[src/rtl/ncsl_pkg.sv]
`default_nettype none
package ncsl_pkg;

  localparam int PROB_FRAC_BITS = 16;
  localparam int WF             = 30;
  localparam int QDEPTH         = 2;
  localparam int QPTR_W         = $clog2(QDEPTH);
  localparam int DIV_NW         = 72;
  localparam int DIV_DW         = 32;
  localparam int DIV_CW         = 7;

  localparam logic [30:0] ONE_Q30 = 31'd1 << WF;

  localparam logic [27:0] COEF_B0 =
    28'(((64'd231641900 << WF) + 64'd500000000) / 64'd1000000000);
  localparam logic [33:0] COEF_B1_MAG =
    34'(((64'd319381530 << WF) + 64'd500000000) / 64'd1000000000);
  localparam logic [33:0] COEF_B2_MAG =
    34'(((64'd356563782 << WF) + 64'd500000000) / 64'd1000000000);
  localparam logic [33:0] COEF_B3_MAG =
    34'(((64'd1781477937 << WF) + 64'd500000000) / 64'd1000000000);
  localparam logic [33:0] COEF_B4_MAG =
    34'(((64'd1821255978 << WF) + 64'd500000000) / 64'd1000000000);
  localparam logic [33:0] COEF_B5_MAG =
    34'(((64'd1330274429 << WF) + 64'd500000000) / 64'd1000000000);
  localparam logic [28:0] INV_SQRT_2PI =
    29'(((64'd398942280 << WF) + 64'd500000000) / 64'd1000000000);
  localparam logic [29:0] LN2_Q30 = 30'd744261118;

  localparam logic [23:0] XQ_SAT = 24'd8 << 20;

  typedef struct packed {
    logic [15:0] job_mean;
    logic [15:0] job_variance;
    logic        job_present;
    logic        machine_last;
    logic        schedule_last;
  } in_item_t;

  typedef struct packed {
    logic [16:0] service_level;
    logic [15:0] machines_counted;
  } out_item_t;

  typedef struct packed {
    logic        close;
    logic        emit;
    logic [16:0] d;
    logic [15:0] var_sum;
  } close_req_t;

  typedef struct packed {
    logic                start;
    logic [DIV_NW-1:0]   num;
    logic [DIV_DW-1:0]   den;
    logic [DIV_CW-1:0]   nbits;
  } div_req_t;

  typedef struct packed {
    logic                done;
    logic [DIV_NW-1:0]   quo;
  } div_rsp_t;

  typedef enum logic [4:0] {
    B_IDLE, B_CHK, B_DD, B_QDIV, B_SQRT, B_DEN, B_DEN2, B_TDIV,
    B_PM, B_PA, B_UM, B_UD, B_KDIV, B_EM, B_EA, B_ED, B_ESH,
    B_PHM, B_PHA, B_TLM, B_TLA, B_P16, B_PROD, B_EMIT
  } back_state_t;

  // polynomial coefficient for step idx; idx 0 is the final multiply only
  function automatic logic signed [33:0] coef(input logic [2:0] idx);
    logic signed [33:0] c;
    begin
      case (idx)
        3'd1:    c = COEF_B1_MAG;
        3'd2:    c = 34'd0 - COEF_B2_MAG;
        3'd3:    c = COEF_B3_MAG;
        3'd4:    c = 34'd0 - COEF_B4_MAG;
        3'd5:    c = COEF_B5_MAG;
        default: c = '0;
      endcase
      return c;
    end
  endfunction

  function automatic logic [16:0] to_q16(input logic [30:0] p30);
    logic [31:0] p;
    begin
      p = {1'b0, p30};
      if (WF > PROB_FRAC_BITS)
        p = (p + (32'd1 << (WF - PROB_FRAC_BITS - 1))) >> (WF - PROB_FRAC_BITS);
      if (PROB_FRAC_BITS > 16)
        p = (p + (32'd1 << (PROB_FRAC_BITS - 17))) >> (PROB_FRAC_BITS - 16);
      else if (PROB_FRAC_BITS < 16)
        p = p << (16 - PROB_FRAC_BITS);
      return p[16:0];
    end
  endfunction

endpackage
`default_nettype wire

[src/rtl/ncsl_queue.sv]
`default_nettype none
module ncsl_queue (
  input  wire logic               clk,
  input  wire logic               rst_n,
  input  wire logic               push,
  input  ncsl_pkg::close_req_t    push_data,
  output logic                    full,
  input  wire logic               pop,
  output ncsl_pkg::close_req_t    head,
  output logic                    empty
);
  import ncsl_pkg::*;

  close_req_t              mem_r [QDEPTH];
  logic [QPTR_W-1:0]       wr_r, wr_nxt, rd_r, rd_nxt;
  logic [QPTR_W:0]         cnt_r, cnt_nxt;
  logic                    do_push, do_pop;

  assign full    = (cnt_r == (QPTR_W+1)'(QDEPTH));
  assign empty   = (cnt_r == '0);
  assign head    = mem_r[rd_r];
  assign do_push = push && !full;
  assign do_pop  = pop && !empty;

  always_comb begin
    wr_nxt  = wr_r;
    rd_nxt  = rd_r;
    cnt_nxt = cnt_r;
    if (do_push) begin
      wr_nxt = (wr_r == QPTR_W'(QDEPTH-1)) ? '0 : wr_r + 1'b1;
    end
    if (do_pop) begin
      rd_nxt = (rd_r == QPTR_W'(QDEPTH-1)) ? '0 : rd_r + 1'b1;
    end
    if (do_push && !do_pop) begin
      cnt_nxt = cnt_r + 1'b1;
    end else if (do_pop && !do_push) begin
      cnt_nxt = cnt_r - 1'b1;
    end
  end

  always_ff @(posedge clk) begin
    if (!rst_n) begin
      wr_r  <= '0;
      rd_r  <= '0;
      cnt_r <= '0;
    end else begin
      wr_r  <= wr_nxt;
      rd_r  <= rd_nxt;
      cnt_r <= cnt_nxt;
    end
    if (do_push) begin
      mem_r[wr_r] <= push_data;
    end
  end

endmodule
`default_nettype wire

[config.mk]
export PLATFORM = sky130hd
export DESIGN_NAME = ncsl_queue
export DESIGN_NICKNAME = d
export VERILOG_FILES = /design/src/rtl/ncsl_pkg.sv /design/src/rtl/ncsl_queue.sv
export SDC_FILE = /design/constraint.sdc
export NUM_CORES = 1
export LEC_CHECK = 0
export BUFFER_PORTS_ARGS = -buffer_cell sky130_fd_sc_hd__buf_2
export CORE_MARGIN = 1.5
export CORE_UTILIZATION = 55
export DETAILED_ROUTE_END_ITERATION = 8
export GPL_TIMING_DRIVEN = 0
export PLACE_DENSITY = 0.83
export SLEW_MARGIN = 15
export SYNTH_ARGS = -nofsm -noshare
export SYNTH_HDL_FRONTEND = slang
export SYNTH_SLANG_ARGS = --single-unit
[constraint.sdc]
create_clock -name clk -period 6.42 [get_ports clk]
set_clock_uncertainty 0.15 [all_clocks]
set_input_delay 0.642 -clock clk [delete_from_list [all_inputs] [get_ports clk]]
set_output_delay 0.642 -clock clk [all_outputs]
set_load 0.01 [all_outputs]
# [Yosys cells after proc, flatten, opt, wreduce, memory -nomap -nowiden]
# Memory sizes are Yosys's and may differ from the RTL's. A register that Yosys moved wholly into a read port is not among the register bits.
# Cells that the tools add are included.
[word_totals] reg_bits=4 ram_bits=70 input_bits=39 output_inout_bits=37 elab_cells=27 memories=1
[mem_list] name="mem_r" depth=2 word_bits=35 rd=1 rd_ports_with_merged_regs=1 wr=1 line_no="ncsl_queue.sv:14" source="close_req_t mem_r [QDEPTH];"
[op_classes] add_sub_neg=4 n_eq_ne=1 mux=8 n_reduce_logical=10
[op_table] cell="$mux 1" n=6
[op_table] cell="$logic_and 1x1->1" n=4
[op_table] cell="$logic_not 1->1" n=4
[op_table] cell="$mux 2" n=2
[op_table] cell="$add 1x1->1 const B" n=2
[op_table] cell="$add 2x1->2 const B" n=1
[op_table] cell="$eq 2x2->1 const B" n=1
[op_table] cell="$logic_not 2->1" n=1
[op_table] cell="$reduce_bool 2->1" n=1
[op_table] cell="$sub 2x1->2 const B" n=1

# [Longest topological paths before layout]
[logic_depth] word_depth=7 mapped_depth=7 depth_no_buf=7

# [Worst setup path before layout]
# OpenSTA, ideal clock, no wires.
[synth_timing] path_type="input -> register" start="input push" end="memory mem_r[0][0] (netlist bit), enable pin" setup_ps=423 arrival_time_ps=2131 required_time_ps=5847 path_slack_ps=3716 cell_stages=2 n_path_buf=0 path_cell_list="inv_1 nor3_2"
[synth_via] elab_chain_len=3
[synth_lines] element="start: declaration" line_no="ncsl_queue.sv:5" source="input wire logic push,"
[synth_lines] element="$logic_and 1x1->1" line_no="ncsl_queue.sv:22" source="assign do_push = push && !full;"
[synth_lines] element="$mux 1" line_no="ncsl_queue.sv:52" source="if (do_push) begin"
[synth_lines] element="$mux 1 (implied by the code)" line_no="ncsl_queue.sv:53" source="mem_r[wr_r] <= push_data;"
[synth_lines] element="end: declaration" line_no="ncsl_queue.sv:14"
# No other way between the ends.

==> out/metrics.cfg <==
[logic_synthesis]
netlist_area_mm2 = 0.002758
syn_nets = 174
synth_area_per_cell_um2 = 20.58
yosys.cell_types.count = 21
yosys_warnings = 0
ys_seq_area_frac = 0.7985
synth_top_area_frac = 0.7623
ys_ff_latch = 75
synth_top_cell_by_area = edfxtp_1
synth_cells = 134
synthTopCellsByArea = edfxtp_1 76%, mux2_2 14%, dfxtp_1 3.6%, buf_4 0.82%, and2_1 0.68%

[floorplanning]
die_x_um = 73.81
initial_core_util = 0.5762
core_mm2 = 0.004786
io-pin-count = 76
die_area_mm2 = 0.005448
rows = 25
die_h_um = 73.81

[power]
power.switching_uw = 365.2
clockPowerShare = 0.270
p_int_mw = 1.023
power.leakage_nw = 1.342
power_density_mw_per_mm2 = 394.9
finalPower_mw = 1.388
sw_frac_of_total = 0.2631
ir_worst_vdd_mv = 0.2253
sequentialPowerShare = 0.458
comb_power_share = 0.272

[clocking]
clkTransAtPathRegs_ns = 0.07
clk-insertion-delay-late_ns = 0.33
clock_sinks = 75
post_cts_buffers = 0
post_cts_resized = 0
cts.hold.buffers_added = 0
cts-root-buf = clkbuf_8
cts_tree = done
clk_path_buf_depth = 2
cts_buffers = 9
htree_num_levels = 3

[setup_path]
cp.required_ns = 5.63
cp-start-kind = flip-flop
r2r_cells = 3
rr_endpoint = mem_r[1][18]
rr_startpoint = cnt_r[0]
cp-endpoint = head[26]
critPathKind = reg2out
crit_path_end_kind = output pin
critPathArrivalTime_ns = 1.57
cp_max_fo = 10
r2r_slack_ns = 4.61

[global_routing]
overflow = 0
grt_pass1_wl_um = 7051
grt_pass1_vias = 1532
grt_max_degree = 19
antenna_found_initial = 0
grt_use_total = 0.1832

[routing]
wl_per_cell_um = 15.39
routed_via_density = 5.014
drtIter0Drc = 50
drtPass1Iterations = 4
antenna_left = 0
routed_wl_um = 4541
drc = 0
num_vias = 1479

[sta]
slew_headroom = 0.6459
fin_setup_tns_ns = 0
rsz0062_at_grt = false
holdWs_ns = 0.3424
period_needed_ns = 2.360
final.period_utilization = 0.3677
finalSetupViolCount = 0
drv_slew = 0
finalHoldViolations = 0
fmax_ghz = 0.4237
worst_pin_slew_ns = 0.5295
fin_ws_ns = 4.060

[placed_design]
io_buffers = 75
globalplace.congestion = 0.6972
hpwl_um = 3211
dp_slack_ns = 4.387

[finish]
drive_above_1_share = 0.5833
multi_input_comb_area_um2 = 528.0
nets = 263
num-fill-cells = 321
final-seq-area_mm2 = 0.002202
fin_util = 0.7346
diodes = 0
area_delta_synth_final_pct = 27.50

[worst_hold_path]
hold_class = in2reg
min_from = push_data[26]

[job]
maxCapViolations = 0

[outcome]
status = finished, final reports clean

==> power groups by stage <==
stage,registers [mW],logic [mW],clock network [mW]
after CTS,0.636,0.385,0.383
after global placement,0.646,0.344,0
final,0.636,0.377,0.375
after detailed placement,0.647,0.382,0
after global routing,0.643,0.412,0.398
after floorplan,0.642,0.231,0
==> layout by cell type (no fill, tap or decap), types with 2 or more instances in the layout <==
cell type / n
bufinv_16: 2
buf_16: 3
and2_1: 3
dfxtp_1: 5
edfxtp_1: 70
nor2_1: 2
buf_4: 3
xnor2_1: 2
buf_2: 76
clkbuf_8: 9
mux2_2: 35
clkbuf_1: 2
==> worst min path at each step <==
stage	endpoint	slack, ns	cells after the start
after floorplan	cnt_r[1]	0.33	2
after global placement	cnt_r[1]	0.36	2
after detailed placement	cnt_r[1]	0.38	2
after CTS	mem_r[0][32]	0.33	1
after global routing	mem_r[0][5]	0.33	1
final	mem_r[1][26]	0.34	1
==> final cells by class <==
cell class	instances	area share
tap	67	0.02384
multi-input combinational	53	0.1502
inverter	2	0.002135
timing repair buffer	78	0.1302
clock inverter	5	0.02206
buffer	4	0.007829
sequential	75	0.6263
clock buffer	11	0.03737
==> logic make-up (layout without fill, tap and decap cells) <==
logic type | Yosys count | in the layout | synth area share
DFF | 75 | 75 | 0.7986
xor gates and xnor gates | 3 | 3 | 0.009530
AOI/OAI and AO/OA | 5 | 5 | 0.01180
and+or+nand+nor | 9 | 9 | 0.01997
buffers and inverters | 6 | 100 | 0.01270
muxes | 35 | 35 | 0.1429
adders and majority gates | 1 | 1 | 0.004536
==> through the flow <==
stage / std cells / cell area, um^2
floorplan: 134 / 2758
global placement: 276 / 3217
detailed placement: 279 / 3307
CTS: 295 / 3516
global route: 295 / 3516
finish: 295 / 3516
==> registers in the layout, indices dropped and copies added, names as in the netlist, named ones only <==
| register | flops |
|---|---|
| wr_r | 1 |
| rd_r | 1 |
| mem_r | 70 |
| cnt_r | 2 |
==> worst max-delay path, stage by stage, from the launching register on <==
cell     delay, ns
dfxtp_1       0.30
buf_2         0.20
buf_4         0.23
mux2_2        0.37
buf_2         0.14
==> cells in the mapped netlist <==
| cell | count |
|---|---|
| and2_1 | 3 |
| xor2_1 | 1 |
| edfxtp_1 | 70 |
| nand2b_1 | 1 |
| a21boi_1 | 1 |
| buf_2 | 1 |
| mux2_2 | 35 |
| o21ai_0 | 1 |
| xnor2_1 | 2 |
| inv_1 | 1 |
| nor2_1 | 2 |
| buf_4 | 3 |
| o21ai_1 | 1 |
| inv_2 | 1 |
| o21a_1 | 1 |
| dfxtp_1 | 5 |
| or3_1 | 1 |
| and3_1 | 1 |
| ha_1 | 1 |
| a21boi_0 | 1 |
| nor3_2 | 1 |
==> metal layers <==
layer,vias to the layer above,part of all wire,GRT usage
met3,8,0.048,0.04801
met1,726,0.39,0.2068
met4,0,0.019,0.1049
met2,45,0.54,0.3133
met5,-,0,0
li1,700,-,-
Power figures use the tool's default switching activity.
