File: config.mk
export PLATFORM = sky130hd
export DESIGN_NAME = ncsl_front
export DESIGN_NICKNAME = d
export VERILOG_FILES = /design/src/rtl/ncsl_pkg.sv /design/src/rtl/ncsl_front.sv
export SDC_FILE = /design/constraint.sdc
export NUM_CORES = 1
export LEC_CHECK = 0
export BUFFER_PORTS_ARGS = -buffer_cell sky130_fd_sc_hd__buf_2
export CORE_MARGIN = 2
export CORE_UTILIZATION = 56
export CTS_BUF_LIST = sky130_fd_sc_hd__clkbuf_16
export DETAILED_ROUTE_END_ITERATION = 8
export GPL_TIMING_DRIVEN = 0
export PLACE_DENSITY = 0.88
export SLEW_MARGIN = 20
export SYNTH_ARGS = -nofsm -noshare
export SYNTH_HDL_FRONTEND = slang
export SYNTH_SLANG_ARGS = --single-unit
File: constraint.sdc
create_clock -name clk -period 5.85 [get_ports clk]
set_input_delay 0.2925 -clock clk [delete_from_list [all_inputs] [get_ports clk]]
set_output_delay 0.2925 -clock clk [all_outputs]
set_load 0.005 [all_outputs]
File: src/rtl/ncsl_pkg.sv
`default_nettype none
package ncsl_pkg;

  localparam int PROB_FRAC_BITS = 16;
  localparam int WF             = 30;
  localparam int QDEPTH         = 2;
  localparam int QPTR_W         = $clog2(QDEPTH);
  localparam int DIV_NW         = 72;
  localparam int DIV_DW         = 32;
  localparam int DIV_CW         = 7;

  localparam logic [30:0] ONE_Q30 = 31'd1 << WF;

  localparam logic [27:0] COEF_B0 =
    28'(((64'd231641900 << WF) + 64'd500000000) / 64'd1000000000);
  localparam logic [33:0] COEF_B1_MAG =
    34'(((64'd319381530 << WF) + 64'd500000000) / 64'd1000000000);
  localparam logic [33:0] COEF_B2_MAG =
    34'(((64'd356563782 << WF) + 64'd500000000) / 64'd1000000000);
  localparam logic [33:0] COEF_B3_MAG =
    34'(((64'd1781477937 << WF) + 64'd500000000) / 64'd1000000000);
  localparam logic [33:0] COEF_B4_MAG =
    34'(((64'd1821255978 << WF) + 64'd500000000) / 64'd1000000000);
  localparam logic [33:0] COEF_B5_MAG =
    34'(((64'd1330274429 << WF) + 64'd500000000) / 64'd1000000000);
  localparam logic [28:0] INV_SQRT_2PI =
    29'(((64'd398942280 << WF) + 64'd500000000) / 64'd1000000000);
  localparam logic [29:0] LN2_Q30 = 30'd744261118;

  localparam logic [23:0] XQ_SAT = 24'd8 << 20;

  typedef struct packed {
    logic [15:0] job_mean;
    logic [15:0] job_variance;
    logic        job_present;
    logic        machine_last;
    logic        schedule_last;
  } in_item_t;

  typedef struct packed {
    logic [16:0] service_level;
    logic [15:0] machines_counted;
  } out_item_t;

  typedef struct packed {
    logic        close;
    logic        emit;
    logic [16:0] d;
    logic [15:0] var_sum;
  } close_req_t;

  typedef struct packed {
    logic                start;
    logic [DIV_NW-1:0]   num;
    logic [DIV_DW-1:0]   den;
    logic [DIV_CW-1:0]   nbits;
  } div_req_t;

  typedef struct packed {
    logic                done;
    logic [DIV_NW-1:0]   quo;
  } div_rsp_t;

  typedef enum logic [4:0] {
    B_IDLE, B_CHK, B_DD, B_QDIV, B_SQRT, B_DEN, B_DEN2, B_TDIV,
    B_PM, B_PA, B_UM, B_UD, B_KDIV, B_EM, B_EA, B_ED, B_ESH,
    B_PHM, B_PHA, B_TLM, B_TLA, B_P16, B_PROD, B_EMIT
  } back_state_t;

  // polynomial coefficient for step idx; idx 0 is the final multiply only
  function automatic logic signed [33:0] coef(input logic [2:0] idx);
    logic signed [33:0] c;
    begin
      case (idx)
        3'd1:    c = COEF_B1_MAG;
        3'd2:    c = 34'd0 - COEF_B2_MAG;
        3'd3:    c = COEF_B3_MAG;
        3'd4:    c = 34'd0 - COEF_B4_MAG;
        3'd5:    c = COEF_B5_MAG;
        default: c = '0;
      endcase
      return c;
    end
  endfunction

  function automatic logic [16:0] to_q16(input logic [30:0] p30);
    logic [31:0] p;
    begin
      p = {1'b0, p30};
      if (WF > PROB_FRAC_BITS)
        p = (p + (32'd1 << (WF - PROB_FRAC_BITS - 1))) >> (WF - PROB_FRAC_BITS);
      if (PROB_FRAC_BITS > 16)
        p = (p + (32'd1 << (PROB_FRAC_BITS - 17))) >> (PROB_FRAC_BITS - 16);
      else if (PROB_FRAC_BITS < 16)
        p = p << (16 - PROB_FRAC_BITS);
      return p[16:0];
    end
  endfunction

endpackage
`default_nettype wire

File: src/rtl/ncsl_front.sv
`default_nettype none
module ncsl_front (
  input  wire logic             clk,
  input  wire logic             rst_n,
  input  wire logic             in_push,
  input  ncsl_pkg::in_item_t    in_data,
  output logic                  in_full,
  input  wire logic             cfg_valid,
  input  wire logic [15:0]      cfg_data,
  output logic                  cfg_ready,
  output logic                  q_push,
  output ncsl_pkg::close_req_t  q_data,
  input  wire logic             q_full
);
  import ncsl_pkg::*;

  logic [15:0] deadline_r, deadline_nxt;
  logic [15:0] mean_r, mean_nxt, var_r, var_nxt;
  logic [15:0] mean_add, var_add;
  logic        accept, marker;

  assign in_full   = q_full;
  assign cfg_ready = 1'b1;
  assign accept    = in_push && !q_full;
  assign marker    = in_data.machine_last || in_data.schedule_last;

  assign mean_add = in_data.job_present ? mean_r + in_data.job_mean : mean_r;
  assign var_add  = in_data.job_present ? var_r + in_data.job_variance : var_r;

  assign q_push          = accept && marker;
  assign q_data.close    = in_data.machine_last;
  assign q_data.emit     = in_data.schedule_last;
  assign q_data.d        = {1'b0, deadline_r} - {1'b0, mean_add};
  assign q_data.var_sum  = var_add;

  always_comb begin
    deadline_nxt = cfg_valid ? cfg_data : deadline_r;
    mean_nxt     = mean_r;
    var_nxt      = var_r;
    if (accept) begin
      mean_nxt = marker ? '0 : mean_add;
      var_nxt  = marker ? '0 : var_add;
    end
  end

  always_ff @(posedge clk) begin
    if (!rst_n) begin
      deadline_r <= '0;
      mean_r     <= '0;
      var_r      <= '0;
    end else begin
      deadline_r <= deadline_nxt;
      mean_r     <= mean_nxt;
      var_r      <= var_nxt;
    end
  end

endmodule
`default_nettype wire

## Yosys cells after proc, flatten, opt, wreduce, memory -nomap -nowiden

Cells that the tools add are included.

- Reductions and logical operators: 4
- Add/sub/neg operators: 3
- Mux-type cells: 4

Operator list:

| cell | number |
|---|---|
| $mux W16 | 4 |
| $add A16 B16 Y16 | 2 |
| $sub A16 B16 Y17 | 1 |
| $logic_and A1 B1 Y1 | 2 |
| $logic_not A1 Y1 | 1 |
| $logic_or A1 B1 Y1 | 1 |

- Word-level logic and storage cells: 14
- Register bits: 48
- Output and inout port bits: 38
- Input port bits: 56

## Logic depth before layout (Yosys ltp)

Gate-level depths: netlist of the first run.

- Depth in word-level cells: 3
- Gate-level depth with buffers: 18
- Depth with buffers taken out: 17

## Least setup slack after synthesis of the first run

No wires, ideal clock.

- Path type: in2out
- Start: input port in_data[2] (netlist name)
- End: output port q_data[32] (netlist name)
- Path buffers: 4
- Data required time: 5.558 ns
- Data arrival time: 4.572 ns
- Path slack: 0.985 ns
- Cell stages on the path: 18
- Cell sequence: buf_2 -> buf_1 -> buf_1 -> buf_1 -> mux2_2 -> ha_1 -> inv_1 -> fa_1 -> a211oi_1 -> o21bai_1 -> a21o_1 -> maj3_2 -> a211oi_1 -> o41ai_2 -> maj3_2 -> maj3_2 -> a221o_1 -> a21oi_1

RTL lines:

| what | RTL line | RTL |
|---|---|---|
| start, declared | ncsl_front.sv:6 | `input ncsl_pkg::in_item_t in_data,` |
| end, declared | ncsl_front.sv:12 | `output ncsl_pkg::close_req_t q_data,` |

==> results.cfg, run 1 <==
[timing]
skew_ns = 0.00506
worst_pin_slew_ns = 0.865
layout_setup_ws_ns = 0.318
fin_crit_sh_pct = 94.6
setup_viol = 0
finalCriticalPeriod_ns = 5.53
max_slew_margin_pct = 42.3
max_clock_freq_mhz = 181
fin_tns_setup_ns = 0
finalHoldViolCount = 0
rsz0062_at_grt = false
slew_violations = 0

[synthesis]
seq_area_frac_synth_pct = 22.8
syn-num-nets = 618
ys_ff_latch = 48
ys_warn_count = 0
synth_cells = 521
async_reset_ff_share_pct = 0
synth_ff_type = dfxtp_1
synth-edff-count = 0
syn_area_mm2 = 0.00422
syn_avg_cell_area_um2 = 8.10
synthDistinctLibCells = 67

[placement]
globalplace.congestion = 0.922
place_area_mm2 = 0.00480
hpwl_mm = 8.75
port_buffers = 91
pre_cts_ws_ns = -0.0422

[power_and_ir_drop]
p_total_uw = 921
power_density_mw_per_mm2 = 186
power_leakage_uw = 0.00229
vdd_drop_max_uv = 146

[clock_tree]
numCtsBuffers = 5
cts_hold_repair.buffers = 0
post_cts_buffers = 0
clk_pin_slew_ns = 0.06
clock_latency_ns = 0.28
cts.sinks = 48
cts_tree = done
cts_root_buffer = clkbuf_16
max-clock-path-buffers = 2
htree_levels = 2

[routing]
wire_per_inst_um = 15.6
route.detailed.drc = 0
via_per_inst = 6.02
drt-initial-drc-count = 261
ant_nets = 0
dr_total_vias = 4326
wl_mm = 11.2
drt_first_pass_iters = 5

[setup_path]
arrival_ns = 5.24
critical_path_required_ns = 5.56
worstSetupPathType = in -> out
cp_max_fo = 10
critPathLaunch = in_data[2]
worst_setup_path_start_kind = input pin
rrSetupSlack_ns = 2.58
critPathCaptureType = primary output
r2r-start = mean_r[0]

[global_route]
overflow = 0
grt.busiest_layer = met2
met3_usage_pct = 2.84
grt_pass1_vias = 4172
grt.total_usage_pct = 26.8
grt_max_degree = 14
antenna_found_initial = 0
grt_pass1_wl_mm = 18.6
use_met2_pct = 46.9
use_met1_pct = 33.2

[job]
cap_viol_max_count = 0

[floorplan]
ios = 94
row_count = 31
die_h_um = 90.8
coreArea_mm2 = 0.00729
start_util_pct = 57.9
die_w_um = 90.8
die-area_mm2 = 0.00825

[cells_and_area]
nNetsFinal = 716
syn_to_final_growth_pct = 17.0
drive_gt1_share_pct = 21.0
diodes = 0
fillCellCount = 613
fin_area_mm2 = 0.00494
fin_util_pct = 67.7

[worst_hold_path]
hold_path.startpoint = cfg_data[3]
hp-class = in -> reg

[outcome]
outcome = complete, no violations
[synth_stat cells (4+ instances only)]
cell	count	area (µm²)
buf_4	4	30.0
dfxtp_1	48	961
o21ai_1	8	40.0
xor2_1	12	105
ha_1	38	475
o21a_1	7	52.6
o31ai_1	5	37.5
nand2b_1	8	50.1
xnor2_1	25	219
buf_1	5	18.8
nor2b_1	7	43.8
a21oi_1	32	160
a21o_1	12	90.1
nand2_1	17	63.8
a22oi_1	14	105
nor2_1	77	289
mux2_2	13	146
nand3b_1	5	37.5
clkbuf_1	15	56.3
o21bai_1	4	30.0
o21ai_0	14	70.1
nand3_1	7	35.0
nor3_1	20	100
o211ai_1	4	30.0
a211oi_1	11	82.6
a32oi_1	4	35.0
mux2i_1	21	210
inv_1	17	63.8
[stage by stage]
| stage | hold WS (ns) | instances |
|---|---|---|
| after floorplan | 0.414 | 521 |
| after global placement | 0.475 | 711 |
| after detailed placement | 0.490 | 711 |
| after CTS | 0.241 | 719 |
| after global routing | 0.240 | 719 |
| final | 0.240 | 719 |
[area by class of cell]
| type | count | area (µm²) | share of cell area [%] |
|---|---|---|---|
| clock buffers | 5 | 125 | 2.53 |
| well taps | 99 | 124 | 2.51 |
| inverters | 20 | 75.1 | 1.52 |
| repair buffers | 91 | 455 | 9.22 |
| flip-flops and latches | 48 | 961 | 19.5 |
| clock inverters | 3 | 11.3 | 0.228 |
| multi-input cells | 428 | 3070 | 62.2 |
| plain buffers | 25 | 113 | 2.28 |
[path summary, 6_finish.rpt]
| check | end | cells past startpoint |
|---|---|---|
| max | q_data[32] | 20 |
| min | deadline_r[3] | 3 |
| max reg2reg | mean_r[14] | 12 |
| min reg2reg | deadline_r[0] | 2 |
[cells by family (layout without fill, tap and decap cells)]
family,count (synthesis),in the layout,synth area share [%]
AO/OA/AOI/OAI,145,145,23.7
XOR/XNOR,37,37,7.68
adder cells (fa/ha/maj),46,46,14.0
buffers and inverters,45,144,4.39
flip-flops,48,48,22.8
multiplexers,34,34,8.45
other,1,1,0.0889
AND/OR/NAND/NOR,165,165,18.9
[sequential cells by signal, summed over array words and instances (netlist names)]
name        cells
deadline_r     16
var_r          16
mean_r         16
[per-layer routing]
layer,wire length [µm],vias to the layer above
li1,-,2112
met1,4660,2001
met2,5560,179
met3,659,34
met4,359,0
met5,0,-
[power by group]
part           total (µW)  switching [µW]  internal, µW
sequential            345            9.11           336
combinational         300             158           141
clock                 276             122           154
total                 921             289           632
[cell usage in the layout, fill, tap and decap left out, types with 13 or more instances in the layout]
cell type,instances
nor2_1,77
ha_1,38
buf_2,93
clkbuf_1,15
a22oi_1,14
mux2_2,13
nor3_1,20
inv_1,19
nand2_1,17
xnor2_1,25
o21ai_0,14
dfxtp_1,48
a21oi_1,32
mux2i_1,21
[worst max-delay path, stage by stage]
cell      delay (ns)
buf_2           0.09
buf_2           0.20
buf_1           0.41
clkbuf_2        0.35
buf_2           0.36
mux2_2          0.23
ha_1            0.16
inv_1           0.05
fa_1            0.42
a211oi_1        0.24
o21bai_1        0.12
a21o_1          0.22
maj3_2          0.32
a211oi_1        0.30
o41ai_2         0.17
maj3_2          0.35
maj3_2          0.36
a221o_1         0.31
a21oi_1         0.13
buf_2           0.14
[what timing repair did]
item,CTS,global route
hold endpoints to repair,0,0
gates resized for setup,1,1
setup endpoints to repair,1,1
Note: power is estimated with default switching activity, not from simulation.
==> run 2: changes to the inputs <==
--- a/config.mk
+++ b/config.mk
@@ -5,9 +5,10 @@
 export SDC_FILE = /design/constraint.sdc
 export NUM_CORES = 1
 export LEC_CHECK = 0
+export ABC_AREA = 1
 export BUFFER_PORTS_ARGS = -buffer_cell sky130_fd_sc_hd__buf_2
 export CORE_MARGIN = 2
-export CORE_UTILIZATION = 56
+export CORE_UTILIZATION = 57
 export CTS_BUF_LIST = sky130_fd_sc_hd__clkbuf_16
 export DETAILED_ROUTE_END_ITERATION = 8
 export GPL_TIMING_DRIVEN = 0
==> run 2 against run 1 <==
  * Hold slack worse by 0.010 ns
  * Wire length increased by 21%
  * Sequential power barely moved
  * Setup slack improved by 1.5 ns
  * Clock-buffer cell count unchanged
  * Critical path type is now reg -> out
==> results.cfg, run 2 <==
[routing]
wire_per_inst_um = 14.4
drt_first_pass_iters = 6
wl_mm = 13.7
route.detailed.drc = 0
ant_nets = 0
drt-initial-drc-count = 319
via_per_inst = 5.58
dr_total_vias = 5307

[synthesis]
synth_top_family_by_area = simple AND/OR/NAND/NOR gates
syn_area_mm2 = 0.00459
synth-edff-count = 0
synth_ff_type = dfxtp_1
seq_area_frac_synth_pct = 20.9
ys_ff_latch = 48
ys_warn_count = 0
ys_top_cells_by_area = dfxtp_1, nand2_1, ha_1
synthMuxAreaShare_pct = 0
yosys-top-cells-count = nand2_1, nand3_1, inv_1
synth_top_area_cell = dfxtp_1
synthDistinctLibCells = 39
synth_adder_area_share_pct = 11.7
synth_compound_area_share_pct = 14.6
synthSimpleGateAreaFrac_pct = 39.1
synth_cells = 749
syn-num-nets = 846
synth_top_area_share_pct = 20.9
syn_avg_cell_area_um2 = 6.13
async_reset_ff_share_pct = 0
synth_xor_area_share_pct = 5.15
synth.most_common_cell = nand2_1

[cells_and_area]
top_regs = deadline_r x16, mean_r x16, var_r x16
register_area_um2 = 961
diodes = 0
final_common_cell = nand2_1
multi_input_area_mm2 = 0.00324
nNetsFinal = 945
fillCellCount = 682
drive_gt1_share_pct = 18.0
final_cell_mix = nand2_1, buf_2, nand3_1, inv_1, a21oi_1
syn_to_final_growth_pct = 16.5

[timing]
layout_setup_ws_ns = 1.79
fin_tns_setup_ns = 0
worst_pin_slew_ns = 0.602
finalHoldViolCount = 0
slew_violations = 0
finalCriticalPeriod_ns = 4.06
max_clock_freq_mhz = 247
fin_crit_sh_pct = 69.3
setup_viol = 0
rsz0062_at_grt = false
max_slew_margin_pct = 59.9
skew_ns = 0.00383

[placement]
globalplace.congestion = 0.985
hpwl_mm = 10.8
pre_cts_ws_ns = 2.06
port_buffers = 92

[setup_path]
worstSetupPathType = reg -> out
cp-endpoint = q_data[31]
r2r-start = mean_r[0]
rr_worst_depth = 15
critPathLaunch = mean_r[0]
critical_path_required_ns = 5.56
arrival_ns = 3.76
worst_setup_path_start_kind = flip-flop
rrSetupSlack_ns = 3.27
cp_max_fo = 4
r2r_end = mean_r[14]
critPathCaptureType = primary output

[clock_tree]
cts_resized = 0
cts_root_buffer = clkbuf_16
clk_pin_slew_ns = 0.07
htree_levels = 2
cts_tree = done
numCtsBuffers = 5
clock_latency_ns = 0.29
cts_hold_repair.buffers = 0
max-clock-path-buffers = 2
post_cts_buffers = 0
cts.sinks = 48

[global_route]
grt.total_usage_pct = 31.1
antenna_found_initial = 1
grt_pass1_vias = 5028
grt_max_degree = 16
grt_pass1_wl_mm = 22.1
overflow = 0

[worst_hold_path]
hp-class = in -> reg

[outcome]
outcome = complete, no violations

[power_and_ir_drop]
power_density_mw_per_mm2 = 187
p_total_uw = 1000
power_leakage_uw = 0.00282
vdd_drop_max_uv = 112

[floorplan]
die_h_um = 93.8
row_count = 32
start_util_pct = 59.1
die-area_mm2 = 0.00879
coreArea_mm2 = 0.00777
die_w_um = 93.8
ios = 94

[job]
cap_viol_max_count = 0
==> run 2: cell count changes in the layout (fill, tap and decap cells not counted), sizes merged, moves of 16 or more <==
cell   previous run  this run
a21oi            32        67
inv              22        76
mux2i            21         0
nand2            17       249
nand3             7        84
nor2             77        55
nor3             20         2
o21ai            22        40
xnor2            25         9
==> run 2: layer usage <==
metal | GRT usage (%) | up-vias | wire, µm
met5 | 0 | - | 0
met4 | 11.0 | 0 | 352
met3 | 4.41 | 33 | 937
met2 | 57.8 | 217 | 6800
met1 | 36.1 | 2415 | 5570
li1 | - | 2642 | -
==> run 2: worst min path at each step <==
stage / startpoint / endpoint / slack, ns / cells past startpoint
after floorplan: cfg_data[1] / deadline_r[1] / 0.43 / 2
after global placement: mean_r[14] / mean_r[14] / 0.47 / 2
after detailed placement: var_r[3] / var_r[3] / 0.47 / 2
after CTS: cfg_data[5] / deadline_r[5] / 0.23 / 3
after global routing: cfg_data[1] / deadline_r[1] / 0.25 / 3
final: cfg_data[5] / deadline_r[5] / 0.23 / 3
==> run 2: area by class of cell <==
type                       count  share of cell area (%)
tap                          102                    2.39
inverter                      77                    5.40
clock inverter                 3                   0.796
clock buffer                   5                    2.34
timing repair buffer          92                    8.61
buffer                        22                    1.85
multi-input combinational    602                    60.6
sequential                    48                    18.0
==> run 2: power breakdown <==
group | total (µW) | switching (µW) | internal (µW)
sequential | 345 | 7.99 | 337
combinational | 318 | 193 | 125
clock | 338 | 137 | 201
==> run 2: per-stage QoR <==
stage / area (µm²) / hold slack (ns) / std cells / utilization [%]
after floorplan: 4590 / 0.427 / 749 / -
after global placement: 5180 / 0.466 / 943 / 66.7
after global routing: 5350 / 0.251 / 951 / 68.8
after detailed placement: 5180 / 0.475 / 943 / 66.7
after CTS: 5350 / 0.229 / 951 / 68.8
final: 5350 / 0.229 / 951 / 68.8
==> run 2: logic make-up (layout without fill, tap and decap cells) <==
family / Yosys count / after routing
adder cells (fa/ha/maj): 41 / 41
AND/OR/NAND/NOR: 408 / 408
other: 1 / 1
XOR/XNOR: 27 / 27
buffers and inverters: 99 / 199
flip-flops: 48 / 48
AO/OA/AOI/OAI: 125 / 125
==> run 2: worst max-delay path, stage by stage, from the launching register on <==
cell and delay (ns):
dfxtp_1 0.33, ha_1 0.26, fa_1 0.44, nand2_1 0.11
nand2_1 0.09, and2_1 0.15, xor2_1 0.14, o21ai_0 0.29
ha_1 0.32, inv_1 0.11, o21ai_0 0.10, a21oi_1 0.19
o21ai_0 0.12, nand2_1 0.09, nand2_1 0.08, nand3_1 0.12
nand3_1 0.11, nand3_1 0.14, nand2_1 0.07, nand2_1 0.06
nand2_1 0.04, buf_2 0.12
