--- src/rtl/ncsl_pkg.sv ---
`default_nettype none
package ncsl_pkg;

  localparam int PROB_FRAC_BITS = 16;
  localparam int WF             = 30;
  localparam int QDEPTH         = 2;
  localparam int QPTR_W         = $clog2(QDEPTH);
  localparam int DIV_NW         = 72;
  localparam int DIV_DW         = 32;
  localparam int DIV_CW         = 7;

  localparam logic [30:0] ONE_Q30 = 31'd1 << WF;

  localparam logic [27:0] COEF_B0 =
    28'(((64'd231641900 << WF) + 64'd500000000) / 64'd1000000000);
  localparam logic [33:0] COEF_B1_MAG =
    34'(((64'd319381530 << WF) + 64'd500000000) / 64'd1000000000);
  localparam logic [33:0] COEF_B2_MAG =
    34'(((64'd356563782 << WF) + 64'd500000000) / 64'd1000000000);
  localparam logic [33:0] COEF_B3_MAG =
    34'(((64'd1781477937 << WF) + 64'd500000000) / 64'd1000000000);
  localparam logic [33:0] COEF_B4_MAG =
    34'(((64'd1821255978 << WF) + 64'd500000000) / 64'd1000000000);
  localparam logic [33:0] COEF_B5_MAG =
    34'(((64'd1330274429 << WF) + 64'd500000000) / 64'd1000000000);
  localparam logic [28:0] INV_SQRT_2PI =
    29'(((64'd398942280 << WF) + 64'd500000000) / 64'd1000000000);
  localparam logic [29:0] LN2_Q30 = 30'd744261118;

  localparam logic [23:0] XQ_SAT = 24'd8 << 20;

  typedef struct packed {
    logic [15:0] job_mean;
    logic [15:0] job_variance;
    logic        job_present;
    logic        machine_last;
    logic        schedule_last;
  } in_item_t;

  typedef struct packed {
    logic [16:0] service_level;
    logic [15:0] machines_counted;
  } out_item_t;

  typedef struct packed {
    logic        close;
    logic        emit;
    logic [16:0] d;
    logic [15:0] var_sum;
  } close_req_t;

  typedef struct packed {
    logic                start;
    logic [DIV_NW-1:0]   num;
    logic [DIV_DW-1:0]   den;
    logic [DIV_CW-1:0]   nbits;
  } div_req_t;

  typedef struct packed {
    logic                done;
    logic [DIV_NW-1:0]   quo;
  } div_rsp_t;

  typedef enum logic [4:0] {
    B_IDLE, B_CHK, B_DD, B_QDIV, B_SQRT, B_DEN, B_DEN2, B_TDIV,
    B_PM, B_PA, B_UM, B_UD, B_KDIV, B_EM, B_EA, B_ED, B_ESH,
    B_PHM, B_PHA, B_TLM, B_TLA, B_P16, B_PROD, B_EMIT
  } back_state_t;

  // polynomial coefficient for step idx; idx 0 is the final multiply only
  function automatic logic signed [33:0] coef(input logic [2:0] idx);
    logic signed [33:0] c;
    begin
      case (idx)
        3'd1:    c = COEF_B1_MAG;
        3'd2:    c = 34'd0 - COEF_B2_MAG;
        3'd3:    c = COEF_B3_MAG;
        3'd4:    c = 34'd0 - COEF_B4_MAG;
        3'd5:    c = COEF_B5_MAG;
        default: c = '0;
      endcase
      return c;
    end
  endfunction

  function automatic logic [16:0] to_q16(input logic [30:0] p30);
    logic [31:0] p;
    begin
      p = {1'b0, p30};
      if (WF > PROB_FRAC_BITS)
        p = (p + (32'd1 << (WF - PROB_FRAC_BITS - 1))) >> (WF - PROB_FRAC_BITS);
      if (PROB_FRAC_BITS > 16)
        p = (p + (32'd1 << (PROB_FRAC_BITS - 17))) >> (PROB_FRAC_BITS - 16);
      else if (PROB_FRAC_BITS < 16)
        p = p << (16 - PROB_FRAC_BITS);
      return p[16:0];
    end
  endfunction

endpackage
`default_nettype wire

--- src/rtl/ncsl_div.sv ---
`default_nettype none
module ncsl_div (
  input  wire logic          clk,
  input  wire logic          rst_n,
  input  ncsl_pkg::div_req_t req,
  output ncsl_pkg::div_rsp_t rsp
);
  import ncsl_pkg::*;

  logic [DIV_NW-1:0] sh_r, sh_nxt;
  logic [DIV_DW-1:0] rem_r, rem_nxt, den_r, den_nxt;
  logic [DIV_CW-1:0] cnt_r, cnt_nxt;
  logic              busy_r, busy_nxt, done_r, done_nxt;
  logic [DIV_DW:0]   trial, diff;
  logic              ge;

  // restoring division, one quotient bit per cycle, quotient shifts in at the bottom
  assign trial = {rem_r, sh_r[DIV_NW-1]};
  assign ge    = trial >= {1'b0, den_r};
  assign diff  = trial - {1'b0, den_r};

  always_comb begin
    sh_nxt   = sh_r;
    rem_nxt  = rem_r;
    den_nxt  = den_r;
    cnt_nxt  = cnt_r;
    busy_nxt = busy_r;
    done_nxt = 1'b0;
    if (req.start) begin
      sh_nxt   = req.num << (DIV_CW'(DIV_NW) - req.nbits);
      rem_nxt  = '0;
      den_nxt  = req.den;
      cnt_nxt  = req.nbits;
      busy_nxt = 1'b1;
    end else if (busy_r) begin
      sh_nxt  = {sh_r[DIV_NW-2:0], ge};
      rem_nxt = ge ? diff[DIV_DW-1:0] : trial[DIV_DW-1:0];
      cnt_nxt = cnt_r - 1'b1;
      if (cnt_r == DIV_CW'(1)) begin
        busy_nxt = 1'b0;
        done_nxt = 1'b1;
      end
    end
  end

  always_ff @(posedge clk) begin
    if (!rst_n) begin
      busy_r <= 1'b0;
      done_r <= 1'b0;
    end else begin
      busy_r <= busy_nxt;
      done_r <= done_nxt;
    end
    sh_r  <= sh_nxt;
    rem_r <= rem_nxt;
    den_r <= den_nxt;
    cnt_r <= cnt_nxt;
  end

  assign rsp.done = done_r;
  assign rsp.quo  = sh_r;

endmodule
`default_nettype wire

--- src/rtl/ncsl_back.sv ---
`default_nettype none
module ncsl_back (
  input  wire logic             clk,
  input  wire logic             rst_n,
  input  ncsl_pkg::close_req_t  q_head,
  input  wire logic             q_empty,
  output logic                  q_pop,
  output ncsl_pkg::out_item_t   out_data,
  output logic                  out_empty,
  input  wire logic             out_pop
);
  import ncsl_pkg::*;

  back_state_t        state_r, state_nxt;
  close_req_t         job_r, job_nxt;
  logic [16:0]        level_r, level_nxt;
  logic [15:0]        count_r, count_nxt;
  logic               ov_r, ov_nxt;
  out_item_t          od_r, od_nxt;

  logic [63:0]        prod_r;
  logic [32:0]        mul_a;
  logic [30:0]        mul_b;

  logic [47:0]        sv_r, sv_nxt, sres_r, sres_nxt, sbit_r, sbit_nxt;
  logic [23:0]        xq_r, xq_nxt;
  logic [30:0]        t_r, t_nxt;
  logic signed [33:0] acc_r, acc_nxt;
  logic [2:0]         idx_r, idx_nxt;
  logic [6:0]         k_r, k_nxt;
  logic [29:0]        rr_r, rr_nxt;
  logic [30:0]        term_r, term_nxt;
  logic signed [33:0] sum_r, sum_nxt;
  logic [3:0]         n_r, n_nxt;
  logic [32:0]        e_r, e_nxt;
  logic [30:0]        phi_r, phi_nxt;
  logic [30:0]        p30_r, p30_nxt;

  div_req_t           dreq;
  div_rsp_t           drsp;

  logic [15:0]        ad;
  logic               d_neg;
  logic [63:0]        rnd30;
  logic [32:0]        mag;
  logic signed [33:0] acc_step;
  logic [48:0]        strial;
  logic [31:0]        den;
  logic [35:0]        u;
  logic [63:0]        eshift;
  logic [32:0]        epos;
  logic signed [34:0] pcalc;
  logic [17:0]        lp;
  logic [47:0]        ln2_sh;
  logic               kge;

  ncsl_div u_div (
    .clk  (clk),
    .rst_n(rst_n),
    .req  (dreq),
    .rsp  (drsp)
  );

  assign d_neg  = job_r.d[16];
  assign ad     = d_neg ? 16'(17'd0 - job_r.d) : job_r.d[15:0];
  assign rnd30  = (prod_r + (64'd1 << (WF-1))) >> WF;
  assign mag    = rnd30[32:0];
  assign strial = {1'b0, sres_r} + {1'b0, sbit_r};
  assign den    = 32'(ONE_Q30) + 32'((prod_r + (64'd1 << 19)) >> 20);
  assign u      = 36'((prod_r + (64'd1 << 10)) >> 11);
  assign epos   = sum_r[33] ? '0 : sum_r[32:0];
  // u / ln2 by compare and subtract of ln2 << idx, idx 5 down to 0 (k < 64)
  assign ln2_sh = 48'(LN2_Q30) << idx_r;
  assign kge    = sv_r >= ln2_sh;

  always_comb begin
    // signed mul_q30: magnitude rounded, sign applied afterwards
    acc_step = coef(idx_r) + (acc_r[33] ? (34'd0 - {1'b0, mag}) : {1'b0, mag});
    if (k_r == '0) begin
      eshift = {31'd0, epos};
    end else if (k_r >= 7'd62) begin
      eshift = '0;
    end else begin
      eshift = ({31'd0, epos} + (64'd1 << (k_r - 1'b1))) >> k_r;
    end
    pcalc = d_neg ? 35'(mag) : (35'(ONE_Q30) - 35'(mag));
    lp    = 18'((prod_r + 64'd32768) >> 16);
  end

  // one shared multiplier, product registered
  always_comb begin
    mul_a = '0;
    mul_b = '0;
    case (state_r)
      B_CHK:   begin mul_a = 33'(ad);            mul_b = 31'(ad);      end
      B_DEN:   begin mul_a = 33'(COEF_B0);       mul_b = 31'(xq_r);    end
      B_PM:    begin
        mul_a = acc_r[33] ? 33'(34'd0 - acc_r) : acc_r[32:0];
        mul_b = t_r;
      end
      B_UM:    begin mul_a = 33'(xq_r);          mul_b = 31'(xq_r);    end
      B_EM:    begin mul_a = 33'(term_r);        mul_b = 31'(rr_r);    end
      B_PHM:   begin mul_a = e_r;                mul_b = 31'(INV_SQRT_2PI); end
      B_TLM:   begin mul_a = acc_r[32:0];        mul_b = phi_r;        end
      B_P16:   begin mul_a = 33'(level_r);       mul_b = 31'(to_q16(p30_r)); end
      default: begin mul_a = '0;                 mul_b = '0;           end
    endcase
  end

  always_comb begin
    state_nxt = state_r;
    case (state_r)
      B_IDLE:  if (!q_empty) state_nxt = q_head.close ? B_CHK : B_EMIT;
      B_CHK:   state_nxt = (job_r.var_sum == '0) ? B_P16 : B_DD;
      B_DD:    state_nxt = (prod_r >= {42'd0, job_r.var_sum, 6'd0}) ? B_DEN : B_QDIV;
      B_QDIV:  if (drsp.done) state_nxt = B_SQRT;
      B_SQRT:  if (sbit_r == 48'd1) state_nxt = B_DEN;
      B_DEN:   state_nxt = B_DEN2;
      B_DEN2:  state_nxt = B_TDIV;
      B_TDIV:  if (drsp.done) state_nxt = B_PM;
      B_PM:    state_nxt = B_PA;
      B_PA:    state_nxt = (idx_r == '0) ? B_UM : B_PM;
      B_UM:    state_nxt = B_UD;
      B_UD:    state_nxt = B_KDIV;
      B_KDIV:  if (idx_r == '0) state_nxt = B_EM;
      B_EM:    state_nxt = B_EA;
      B_EA:    state_nxt = B_ED;
      B_ED:    if (drsp.done) state_nxt = (n_r == 4'd13) ? B_ESH : B_EM;
      B_ESH:   state_nxt = B_PHM;
      B_PHM:   state_nxt = B_PHA;
      B_PHA:   state_nxt = B_TLM;
      B_TLM:   state_nxt = B_TLA;
      B_TLA:   state_nxt = B_P16;
      B_P16:   state_nxt = B_PROD;
      B_PROD:  state_nxt = job_r.emit ? B_EMIT : B_IDLE;
      B_EMIT:  if (!ov_r) state_nxt = B_IDLE;
      default: state_nxt = B_IDLE;
    endcase
  end

  always_comb begin
    job_nxt   = job_r;
    level_nxt = level_r;
    count_nxt = count_r;
    ov_nxt    = ov_r && !out_pop;
    od_nxt    = od_r;
    sv_nxt    = sv_r;
    sres_nxt  = sres_r;
    sbit_nxt  = sbit_r;
    xq_nxt    = xq_r;
    t_nxt     = t_r;
    acc_nxt   = acc_r;
    idx_nxt   = idx_r;
    k_nxt     = k_r;
    rr_nxt    = rr_r;
    term_nxt  = term_r;
    sum_nxt   = sum_r;
    n_nxt     = n_r;
    e_nxt     = e_r;
    phi_nxt   = phi_r;
    p30_nxt   = p30_r;
    q_pop     = 1'b0;
    dreq      = '0;
    case (state_r)
      B_IDLE: begin
        if (!q_empty) begin
          q_pop   = 1'b1;
          job_nxt = q_head;
        end
      end
      B_CHK: begin
        p30_nxt = d_neg ? '0 : ONE_Q30;
      end
      B_DD: begin
        if (prod_r >= {42'd0, job_r.var_sum, 6'd0}) begin
          xq_nxt = XQ_SAT;
        end else begin
          dreq.start = 1'b1;
          dreq.num   = {prod_r[31:0], 40'd0};
          dreq.den   = 32'(job_r.var_sum);
          dreq.nbits = 7'd72;
        end
      end
      B_QDIV: begin
        sv_nxt   = drsp.quo[47:0];
        sres_nxt = '0;
        sbit_nxt = 48'd1 << 46;
      end
      B_SQRT: begin
        // bit-pair integer square root, one step per cycle
        if ({1'b0, sv_r} >= strial) begin
          sv_nxt   = sv_r - strial[47:0];
          sres_nxt = (sres_r >> 1) + sbit_r;
        end else begin
          sres_nxt = sres_r >> 1;
        end
        sbit_nxt = sbit_r >> 2;
        if (sbit_r == 48'd1) xq_nxt = sres_nxt[23:0];
      end
      B_DEN2: begin
        dreq.start = 1'b1;
        dreq.num   = (72'd1 << 60) + 72'(den >> 1);
        dreq.den   = den;
        dreq.nbits = 7'd61;
      end
      B_TDIV: begin
        t_nxt   = drsp.quo[30:0];
        acc_nxt = coef(3'd5);
        idx_nxt = 3'd4;
      end
      B_PA: begin
        acc_nxt = acc_step;
        if (idx_r == '0) begin
          if (acc_step[33]) acc_nxt = '0;
        end else begin
          idx_nxt = idx_r - 1'b1;
        end
      end
      B_UD: begin
        sv_nxt  = 48'(u);
        k_nxt   = '0;
        idx_nxt = 3'd5;
      end
      B_KDIV: begin
        if (kge) begin
          sv_nxt = sv_r - ln2_sh;
          k_nxt  = k_r | (7'd1 << idx_r);
        end
        if (idx_r == '0) begin
          rr_nxt   = kge ? 30'(sv_r - ln2_sh) : sv_r[29:0];
          term_nxt = ONE_Q30;
          sum_nxt  = 34'(ONE_Q30);
          n_nxt    = 4'd1;
        end else begin
          idx_nxt = idx_r - 1'b1;
        end
      end
      B_EA: begin
        dreq.start = 1'b1;
        dreq.num   = 72'(mag) + 72'(n_r >> 1);
        dreq.den   = 32'(n_r);
        dreq.nbits = 7'd34;
      end
      B_ED: begin
        if (drsp.done) begin
          term_nxt = drsp.quo[30:0];
          sum_nxt  = n_r[0] ? sum_r - 34'(drsp.quo[30:0]) : sum_r + 34'(drsp.quo[30:0]);
          n_nxt    = n_r + 1'b1;
        end
      end
      B_ESH: begin
        // clamp at zero, then scale by 2^-k
        e_nxt = eshift[32:0];
      end
      B_PHA: begin
        phi_nxt = mag[30:0];
      end
      B_TLA: begin
        if (pcalc[34]) begin
          p30_nxt = '0;
        end else if (pcalc > 35'(ONE_Q30)) begin
          p30_nxt = ONE_Q30;
        end else begin
          p30_nxt = pcalc[30:0];
        end
      end
      B_PROD: begin
        level_nxt = (lp > 18'd65536) ? 17'd65536 : lp[16:0];
        if (count_r != 16'hFFFF) count_nxt = count_r + 1'b1;
      end
      B_EMIT: begin
        if (!ov_r) begin
          ov_nxt                  = 1'b1;
          od_nxt.service_level    = level_r;
          od_nxt.machines_counted = count_r;
          level_nxt               = 17'd65536;
          count_nxt               = '0;
        end
      end
      default: begin
        q_pop = 1'b0;
      end
    endcase
  end

  always_ff @(posedge clk) begin
    if (!rst_n) begin
      state_r <= B_IDLE;
      level_r <= 17'd65536;
      count_r <= '0;
      ov_r    <= 1'b0;
    end else begin
      state_r <= state_nxt;
      level_r <= level_nxt;
      count_r <= count_nxt;
      ov_r    <= ov_nxt;
    end
    prod_r <= 64'(mul_a) * 64'(mul_b);
    job_r  <= job_nxt;
    od_r   <= od_nxt;
    sv_r   <= sv_nxt;
    sres_r <= sres_nxt;
    sbit_r <= sbit_nxt;
    xq_r   <= xq_nxt;
    t_r    <= t_nxt;
    acc_r  <= acc_nxt;
    idx_r  <= idx_nxt;
    k_r    <= k_nxt;
    rr_r   <= rr_nxt;
    term_r <= term_nxt;
    sum_r  <= sum_nxt;
    n_r    <= n_nxt;
    e_r    <= e_nxt;
    phi_r  <= phi_nxt;
    p30_r  <= p30_nxt;
  end

  assign out_data  = od_r;
  assign out_empty = !ov_r;

endmodule
`default_nettype wire
--- config.mk ---
export PLATFORM = sky130hd
export DESIGN_NAME = ncsl_back
export DESIGN_NICKNAME = d
export VERILOG_FILES = /design/src/rtl/ncsl_pkg.sv /design/src/rtl/ncsl_div.sv /design/src/rtl/ncsl_back.sv
export SDC_FILE = /design/constraint.sdc
export NUM_CORES = 2
export LEC_CHECK = 0
export BUFFER_PORTS_ARGS = -buffer_cell sky130_fd_sc_hd__buf_2
export CORE_MARGIN = 10
export CORE_UTILIZATION = 45
export CTS_BUF_LIST = sky130_fd_sc_hd__clkbuf_4 sky130_fd_sc_hd__clkbuf_8
export DETAILED_ROUTE_END_ITERATION = 8
export SYNTH_ARGS = -nofsm -noshare
export SYNTH_HDL_FRONTEND = slang
export SYNTH_SLANG_ARGS = --single-unit
--- constraint.sdc ---
create_clock -name clk -period 18.8 [get_ports clk]
set_input_delay 0.94 -clock clk [delete_from_list [all_inputs] [get_ports clk]]
set_output_delay 0.94 -clock clk [all_outputs]
set_load 0.01 [all_outputs]
======== After elaboration in Yosys (flattened, before gate mapping) ========
Index checks and enable logic that the tools add are counted.
Widths: inputs -> output; s select.
word-level totals
  register bits ........................... 752
  logic and storage cells ................. 227
  input bits .............................. 39
  output and inout bits ................... 35
cells by class
  bitwise gates (word level) .............. 5
  add/sub/neg operators ................... 27
  mux-type cells .......................... 76
  shift operators ......................... 5
  magnitude comparators ................... 7
  multiply operators ...................... 1
  equality and inequality tests ........... 44
  reduce and logical (&&, ||, !) cells .... 31
operators by type and width
  kind                    count
  $pmux 112 s3            1
  $pmux 33 s8             1
  $pmux 31 s7             1
  $pmux 48 s2             2
  $pmux 48 s4             1
  $mux 34                 5
  $pmux 34 s5             1
  $mux 33                 5
  $mux 31                 5
  $mux 48                 3
  $mux 72                 2
  $pmux 34 s2             2
  $pmux 31 s2             2
  $pmux 5 s24             1
  $mux 112                1
  $sub 48x48->48          2
  $shl 72x7->72           1
  $add 33x64->64          1
  $ge 64x22->1            1
  $mul 33x31->64          1
  $shl 1x7->64 const A    1
  $shr 64x7->33           1
  $add 63x30->63 const B  1
  $add 61x31->62 const A  1
  77 further kinds        153

======== Depth between registers and ports, before layout ========
  depth in word-level cells ............... 7
  gate-level depth with buffers ........... 44
  gate-level depth less buffers ........... 42

======== Modules after synthesis ========
Synthesis repeated with hierarchy kept, for this count alone.
unflattened totals
  cells, all modules ...................... 10228
  area, all modules ....................... 89602.2 um^2
by module, submodules not included
  module     instances  cells each  sequential area each (um^2)  area each (um^2)
  ncsl_back  1          8925        16085.4                      77758.3
  ncsl_div   1          1303        4013.8                       11843.9

======== Worst setup path after synthesis ========
OpenSTA, ideal clock, no wires.
  path kind ............................... reg2reg
  start ................................... register acc_r[2]
  end ..................................... register prod_r[62]
  setup time .............................. 0.072 ns
  data arrival time ....................... 10.594 ns
  period minus slack after synthesis ...... 10.666 ns
  path slack .............................. 8.134 ns
  buffers on the path ..................... 1
  cell stages (with the launch flop) ...... 37
  data required time ...................... 18.728 ns
  cells stage by stage .................... edfxtp_1 -> or3_1 -> nand2b_1 -> or4_1 -> nor2b_1 -> nand2_1 -> or3_1 -> o31ai_1 -> xor2_1 -> nor2_1 -> a2111oi_1 -> nor2_1 -> fa_1 -> fa_1 -> fa_1 -> inv_1 -> fa_1 -> inv_1 -> fa_1 -> fa_1 -> fa_1 -> inv_1 -> fa_1 -> inv_1 -> ha_1 -> clkbuf_1 -> a21o_1 -> a21o_1 -> a2111oi_0 -> nor4b_1 -> o21ai_0 -> a311oi_1 -> or3_1 -> a41oi_1 -> o21ai_0 -> a21oi_1 -> xnor2_1
on the way
  longest elaborated chain between the ends .. 4
ends and longest elaborated chain
  element                 line              text
  from (decl)             ncsl_back.sv:28   logic signed [33:0] acc_r, acc_nxt;
  from (signal assigned)  ncsl_back.sv:306  acc_r <= acc_nxt;
  $sub 1x33->33           ncsl_back.sv:98   mul_a = acc_r[33] ? 33'(34'd0 - acc_r) : acc_r[32:0];
  $mux 33                 ncsl_back.sv:98
  $pmux 33 s8 (*)         ncsl_back.sv:94   case (state_r)
  $mul 33x31->64 (*)      ncsl_back.sv:298  prod_r <= 64'(mul_a) * 64'(mul_b);
  to (signal assigned)    ncsl_back.sv:298
  to (decl)               ncsl_back.sv:21   logic [63:0] prod_r;
Every way passes the cells marked *; elsewhere a longest branch is shown, timed or not.
A chain may end at the register's enable or synchronous reset.

======== Final worst setup path ========
  start ................................... register state_r[2]
  end ..................................... register prod_r[62]
on the way
  longest elaborated chain between the ends .. 4
  elaborated cells on any way between the ends .. 12
  classes of those cells .................. mul: 1; eq/ne: 8; mux: 2; reduce/logical: 1
ends and longest elaborated chain
  element                                          line              text
  from (decl)                                      ncsl_back.sv:14   back_state_t state_r, state_nxt;
  from (signal assigned)                           ncsl_back.sv:293  state_r <= state_nxt;
  $eq 5x4->1 / $eq 5x3->1 (equally long branches)  ncsl_back.sv:94
  $reduce_or 2->1 (no source line)                 --
  $pmux 31 s7                                      ncsl_back.sv:94
  $mul 33x31->64 (*)                               ncsl_back.sv:298
Marked as above.

==> flow_summary_export.csv <==
group,metric,value,unit
outcome,outcome,"finished, violations left",
outcome,failed_checks,"design-rule violations, max-capacitance violations",
pwr,sw_frac_of_total,51.9,%
worst_setup_path,reg2reg_from,"state_r[2]",
clock_tree,cts_hold_buffers_added,0,
hold_path,worstHoldStart,"q_head[33]",
global_routing,grt_start_max_net_pins,78,
yosys,postSynthRegisterBits,715,
sta,final-setup-viol-count,0,
worst_setup_path,critical_path_startpoint_category,"flip-flop",
place,port-buffer-count,73,
clock_tree,clkLatencyLatePin,920,ps
yosys,netlist.top_cell.by_area,"fa_1",
clock_tree,post_cts.repair.setup_buffers,0,
detailed_routing,via_per_inst,6.17,
floorplan,boundaryPins,74,
layout,final_core_util,48.7,%
floorplan,rows,160,
pwr,comb_power_share,61.6,%
hold_path,min_path_cells,1,
sta,tightest_slew,1480,ps
sta,setup-tns-final,0,ps
global_routing,via_count_of_the_first_global_routing_pass,75900,
yosys,netlist-cell-type-count,97,
worst_setup_path,max_stage_delay,820,ps
sta,final_hold_viol_count,0,
sta,timing.final.crit_share,63.8,%
global_routing,grt_antenna_before_repair,27,
sta,finalCriticalPeriod,11990,ps
floorplan,placeableCoreArea,191000,um2
detailed_routing,routed_wl,365,mm
clock_tree,numClockSinks,715,
worst_setup_path,critical_path.max_fanout,63,
clock_tree,cts_max_level,4,
place,globalplace.congestion,1.07,
worst_setup_path,master_of_the_slowest_instance_on_the_critical_path,"dfxtp_1",
pwr,finalPower,10.7,mW
yosys,synth_commonest_cells,"nand2_1, inv_1, nor2_1",
worst_setup_path,rr_endpoint,"prod_r[62]",
yosys,async_reset_ff_share,0,%
sta,clock.fmax,83.4,MHz
yosys,synth.top_cell.area_share,20.8,%
detailed_routing,detailedRoute.firstPassIterationCount,9,
run,max_cap_viols,1,
yosys,synth_edf_count,578,
detailed_routing,drt-initial-drc-count,9531,
pwr,intPower,5.15,mW
yosys,seq_area_frac_synth,23.2,%
layout,final_layout_size_suffix_gt1_share,7.09,%
sta,rsz_0062_raised_after_global_routing,"false",
yosys,instance_count_of_the_mapped_netlist,9984,
hold_path,hold_path_end,"job_r[33]",
pwr,seqPwrFrac,23.5,%
clock_tree,cts_tree,"done",
detailed_routing,vias,77200,
floorplan,design.die.area,210000,um2
pwr,power.leakage,39.7,nW
floorplan,floorplan.initialDensity,45.4,%
yosys,synth_top_cells_by_area,"fa_1, edfxtp_1, ha_1, nand2_1, inv_1",
detailed_routing,drtAntennaViolNets,0,
layout,design.final.nets,11400,
clock_tree,cts-root-buf,"clkbuf_8",
global_routing,grt_first_pass_wirelength,527,mm
worst_setup_path,crit_path_leading_delay_family,"adder cells",
pwr,power_switching,5.57,mW
yosys,mean_instance_size_in_the_synthesized_netlist,8.68,um2
yosys,synth_area,86600,um2
place,place_hpwl,285,mm
pwr,power.density_cell_area,115,nW/um2
worst_setup_path,path_common_cell,"fa_1",
sta,timing.slew.headroom,0.122,%
worst_setup_path,setup.worst_path.class,"reg -> reg",
sta,hold_ws,193,ps
sta,finClkSkew,52.3,ps
worst_setup_path,worst_r2r_path_depth,34,
yosys,synth_most_common_cell,"nand2_1",
clock_tree,max-clock-path-buffers,3,
global_routing,grt_util_all_layers,33.8,%
detailed_routing,wire_per_inst,29.2,um
clock_tree,cts_buffers,133,
floorplan,die_y,459,um
clock_tree,ctsResizeCount,0,
clock_tree,clk_transition_reported_paths,70,ps
worst_setup_path,arrival,12820,ps
yosys,synthesis.yosys.warnings,0,
worst_setup_path,cp.buffers_inverters,6,
worst_setup_path,r2r_setup_slack,6810,ps
worst_setup_path,timing.critical_path.required,19630,ps
yosys,synthesis.nets,11500,
yosys,synthFlopType,"edfxtp_1",
pwr,p_clk_share,14.9,%
global_routing,overflow,0,
worst_setup_path,endpoint_kind,"flip-flop",
floorplan,fp.dieW,459,um
layout,synthToLayoutAreaGrowth,7.30,%
hold_path,hold_path_class,"in -> reg",
sta,final_max_slew_viol_count,0,
detailed_routing,drc,3,
pwr,max-vdd-ir-drop,0.0958,mV
kinds of logic after synthesis:
| kind of cell | synth area share (%) |
|---|---|
| simple gates | 17.6 |
| fa+ha+maj | 29.0 |
| mux | 2.16 |
| flops | 23.2 |
| buf+inv | 7.34 |
| xor+xnor | 6.28 |
| compound gates | 14.4 |
power groups by stage:
| stage | Combinational (mW) | Clock [mW] | Sequential, mW |
|---|---|---|---|
| 2_1_floorplan | 4.24 | 0 | 2.31 |
| 3_3_place_gp | 6.34 | 0 | 2.52 |
| 3_5_place_dp | 6.39 | 0 | 2.52 |
| 4_1_cts | 6.43 | 1.62 | 2.49 |
| 5_1_grt | 7.06 | 1.69 | 2.53 |
| 6_report | 6.60 | 1.60 | 2.52 |
worst reg2reg max path, delay by kind of cell (launching register included):
family	cells	cell delay, ps
compound gates	11	2750
xor+xnor	1	150
fa+ha+maj	9	4660
buf+inv	6	960
simple gates	7	2550
flops	1	820
layer usage:
metal | wire length (um) | vias to the layer above | GRT usage, %
li1 | - | 33600 | -
met1 | 147000 | 38400 | 45.4
met2 | 152000 | 4342 | 49.4
met3 | 44700 | 846 | 10.6
met4 | 20900 | 14 | 16.3
met5 | 113 | - | 0
cell usage in the layout (no fill, tap or decap), types with 36 or more instances in the layout:
cell | netlist | layout
o211ai_1 | 36 | 36
nor3_1 | 149 | 133
o21ai_0 | 373 | 371
nand2_1 | 1234 | 1234
o21a_1 | 52 | 52
a31oi_1 | 87 | 87
nand2b_1 | 64 | 64
nor2_1 | 1144 | 1129
and2_1 | 106 | 106
nand3_1 | 154 | 154
nor4_1 | 71 | 67
xor2_1 | 234 | 234
nand4_1 | 94 | 94
a22o_1 | 39 | 39
mux2_2 | 59 | 59
nor2b_1 | 98 | 98
o31ai_1 | 53 | 52
o22ai_1 | 41 | 40
a22oi_1 | 73 | 73
a211oi_1 | 63 | 61
fa_1 | 901 | 901
dfxtp_1 | 137 | 136
ha_1 | 565 | 563
inv_1 | 1169 | 1166
a21oi_1 | 526 | 525
clkbuf_4 | 0 | 40
clkbuf_8 | 0 | 144
a21o_1 | 166 | 165
a222oi_1 | 42 | 42
buf_2 | 22 | 73
edfxtp_1 | 578 | 578
o21bai_1 | 55 | 55
buf_4 | 2 | 218
mux2i_1 | 116 | 116
xnor2_1 | 385 | 385
and3_1 | 108 | 108
or3_1 | 61 | 61
metrics by stage:
step                setup slack (ps)  cells  area [um2]
floorplan                       8130   9984       86600
global placement                7230  12300       90300
detailed placement              7100  12300       90300
CTS                             6980  12500       92900
global route                    6170  12500       92900
finish                          6810  12500       93000
final cells by class:
| class | instances | area (um2) |
|---|---|---|
| clock inverters | 45 | 375 |
| inverters | 1183 | 4440 |
| well taps | 2511 | 3140 |
| repair buffers | 291 | 2000 |
| flip-flops and latches | 715 | 20100 |
| fillers | 18500 | 97800 |
| diodes | 10 | 25.0 |
| multi-input cells | 7584 | 60600 |
| clock buffers | 184 | 2280 |
registers in the layout, summed over array words and instances (netlist names), 17 cells and up:
signal,cells
sum_r,34
phi_r,31
u_div.sh_r,72
t_r,31
out_data,33
p30_r,18
term_r,31
sres_r,48
e_r,33
job_r,33
u_div.rem_r,32
acc_r,34
level_r,17
prod_r,64
sv_r,48
u_div.den_r,32
rr_r,30
xq_r,24
sbit_r,24
worst max path at each step:
| stage | end | cells past startpoint | from |
|---|---|---|---|
| global route | prod_r[62] | 34 | state_r[2] |
| global placement | prod_r[62] | 35 | state_r[2] |
| floorplan | prod_r[62] | 36 | acc_r[2] |
| CTS | prod_r[62] | 34 | state_r[2] |
| detailed placement | prod_r[62] | 34 | state_r[2] |
| finish | prod_r[62] | 34 | state_r[2] |
No activity file was read; power rests on OpenSTA's default activity.
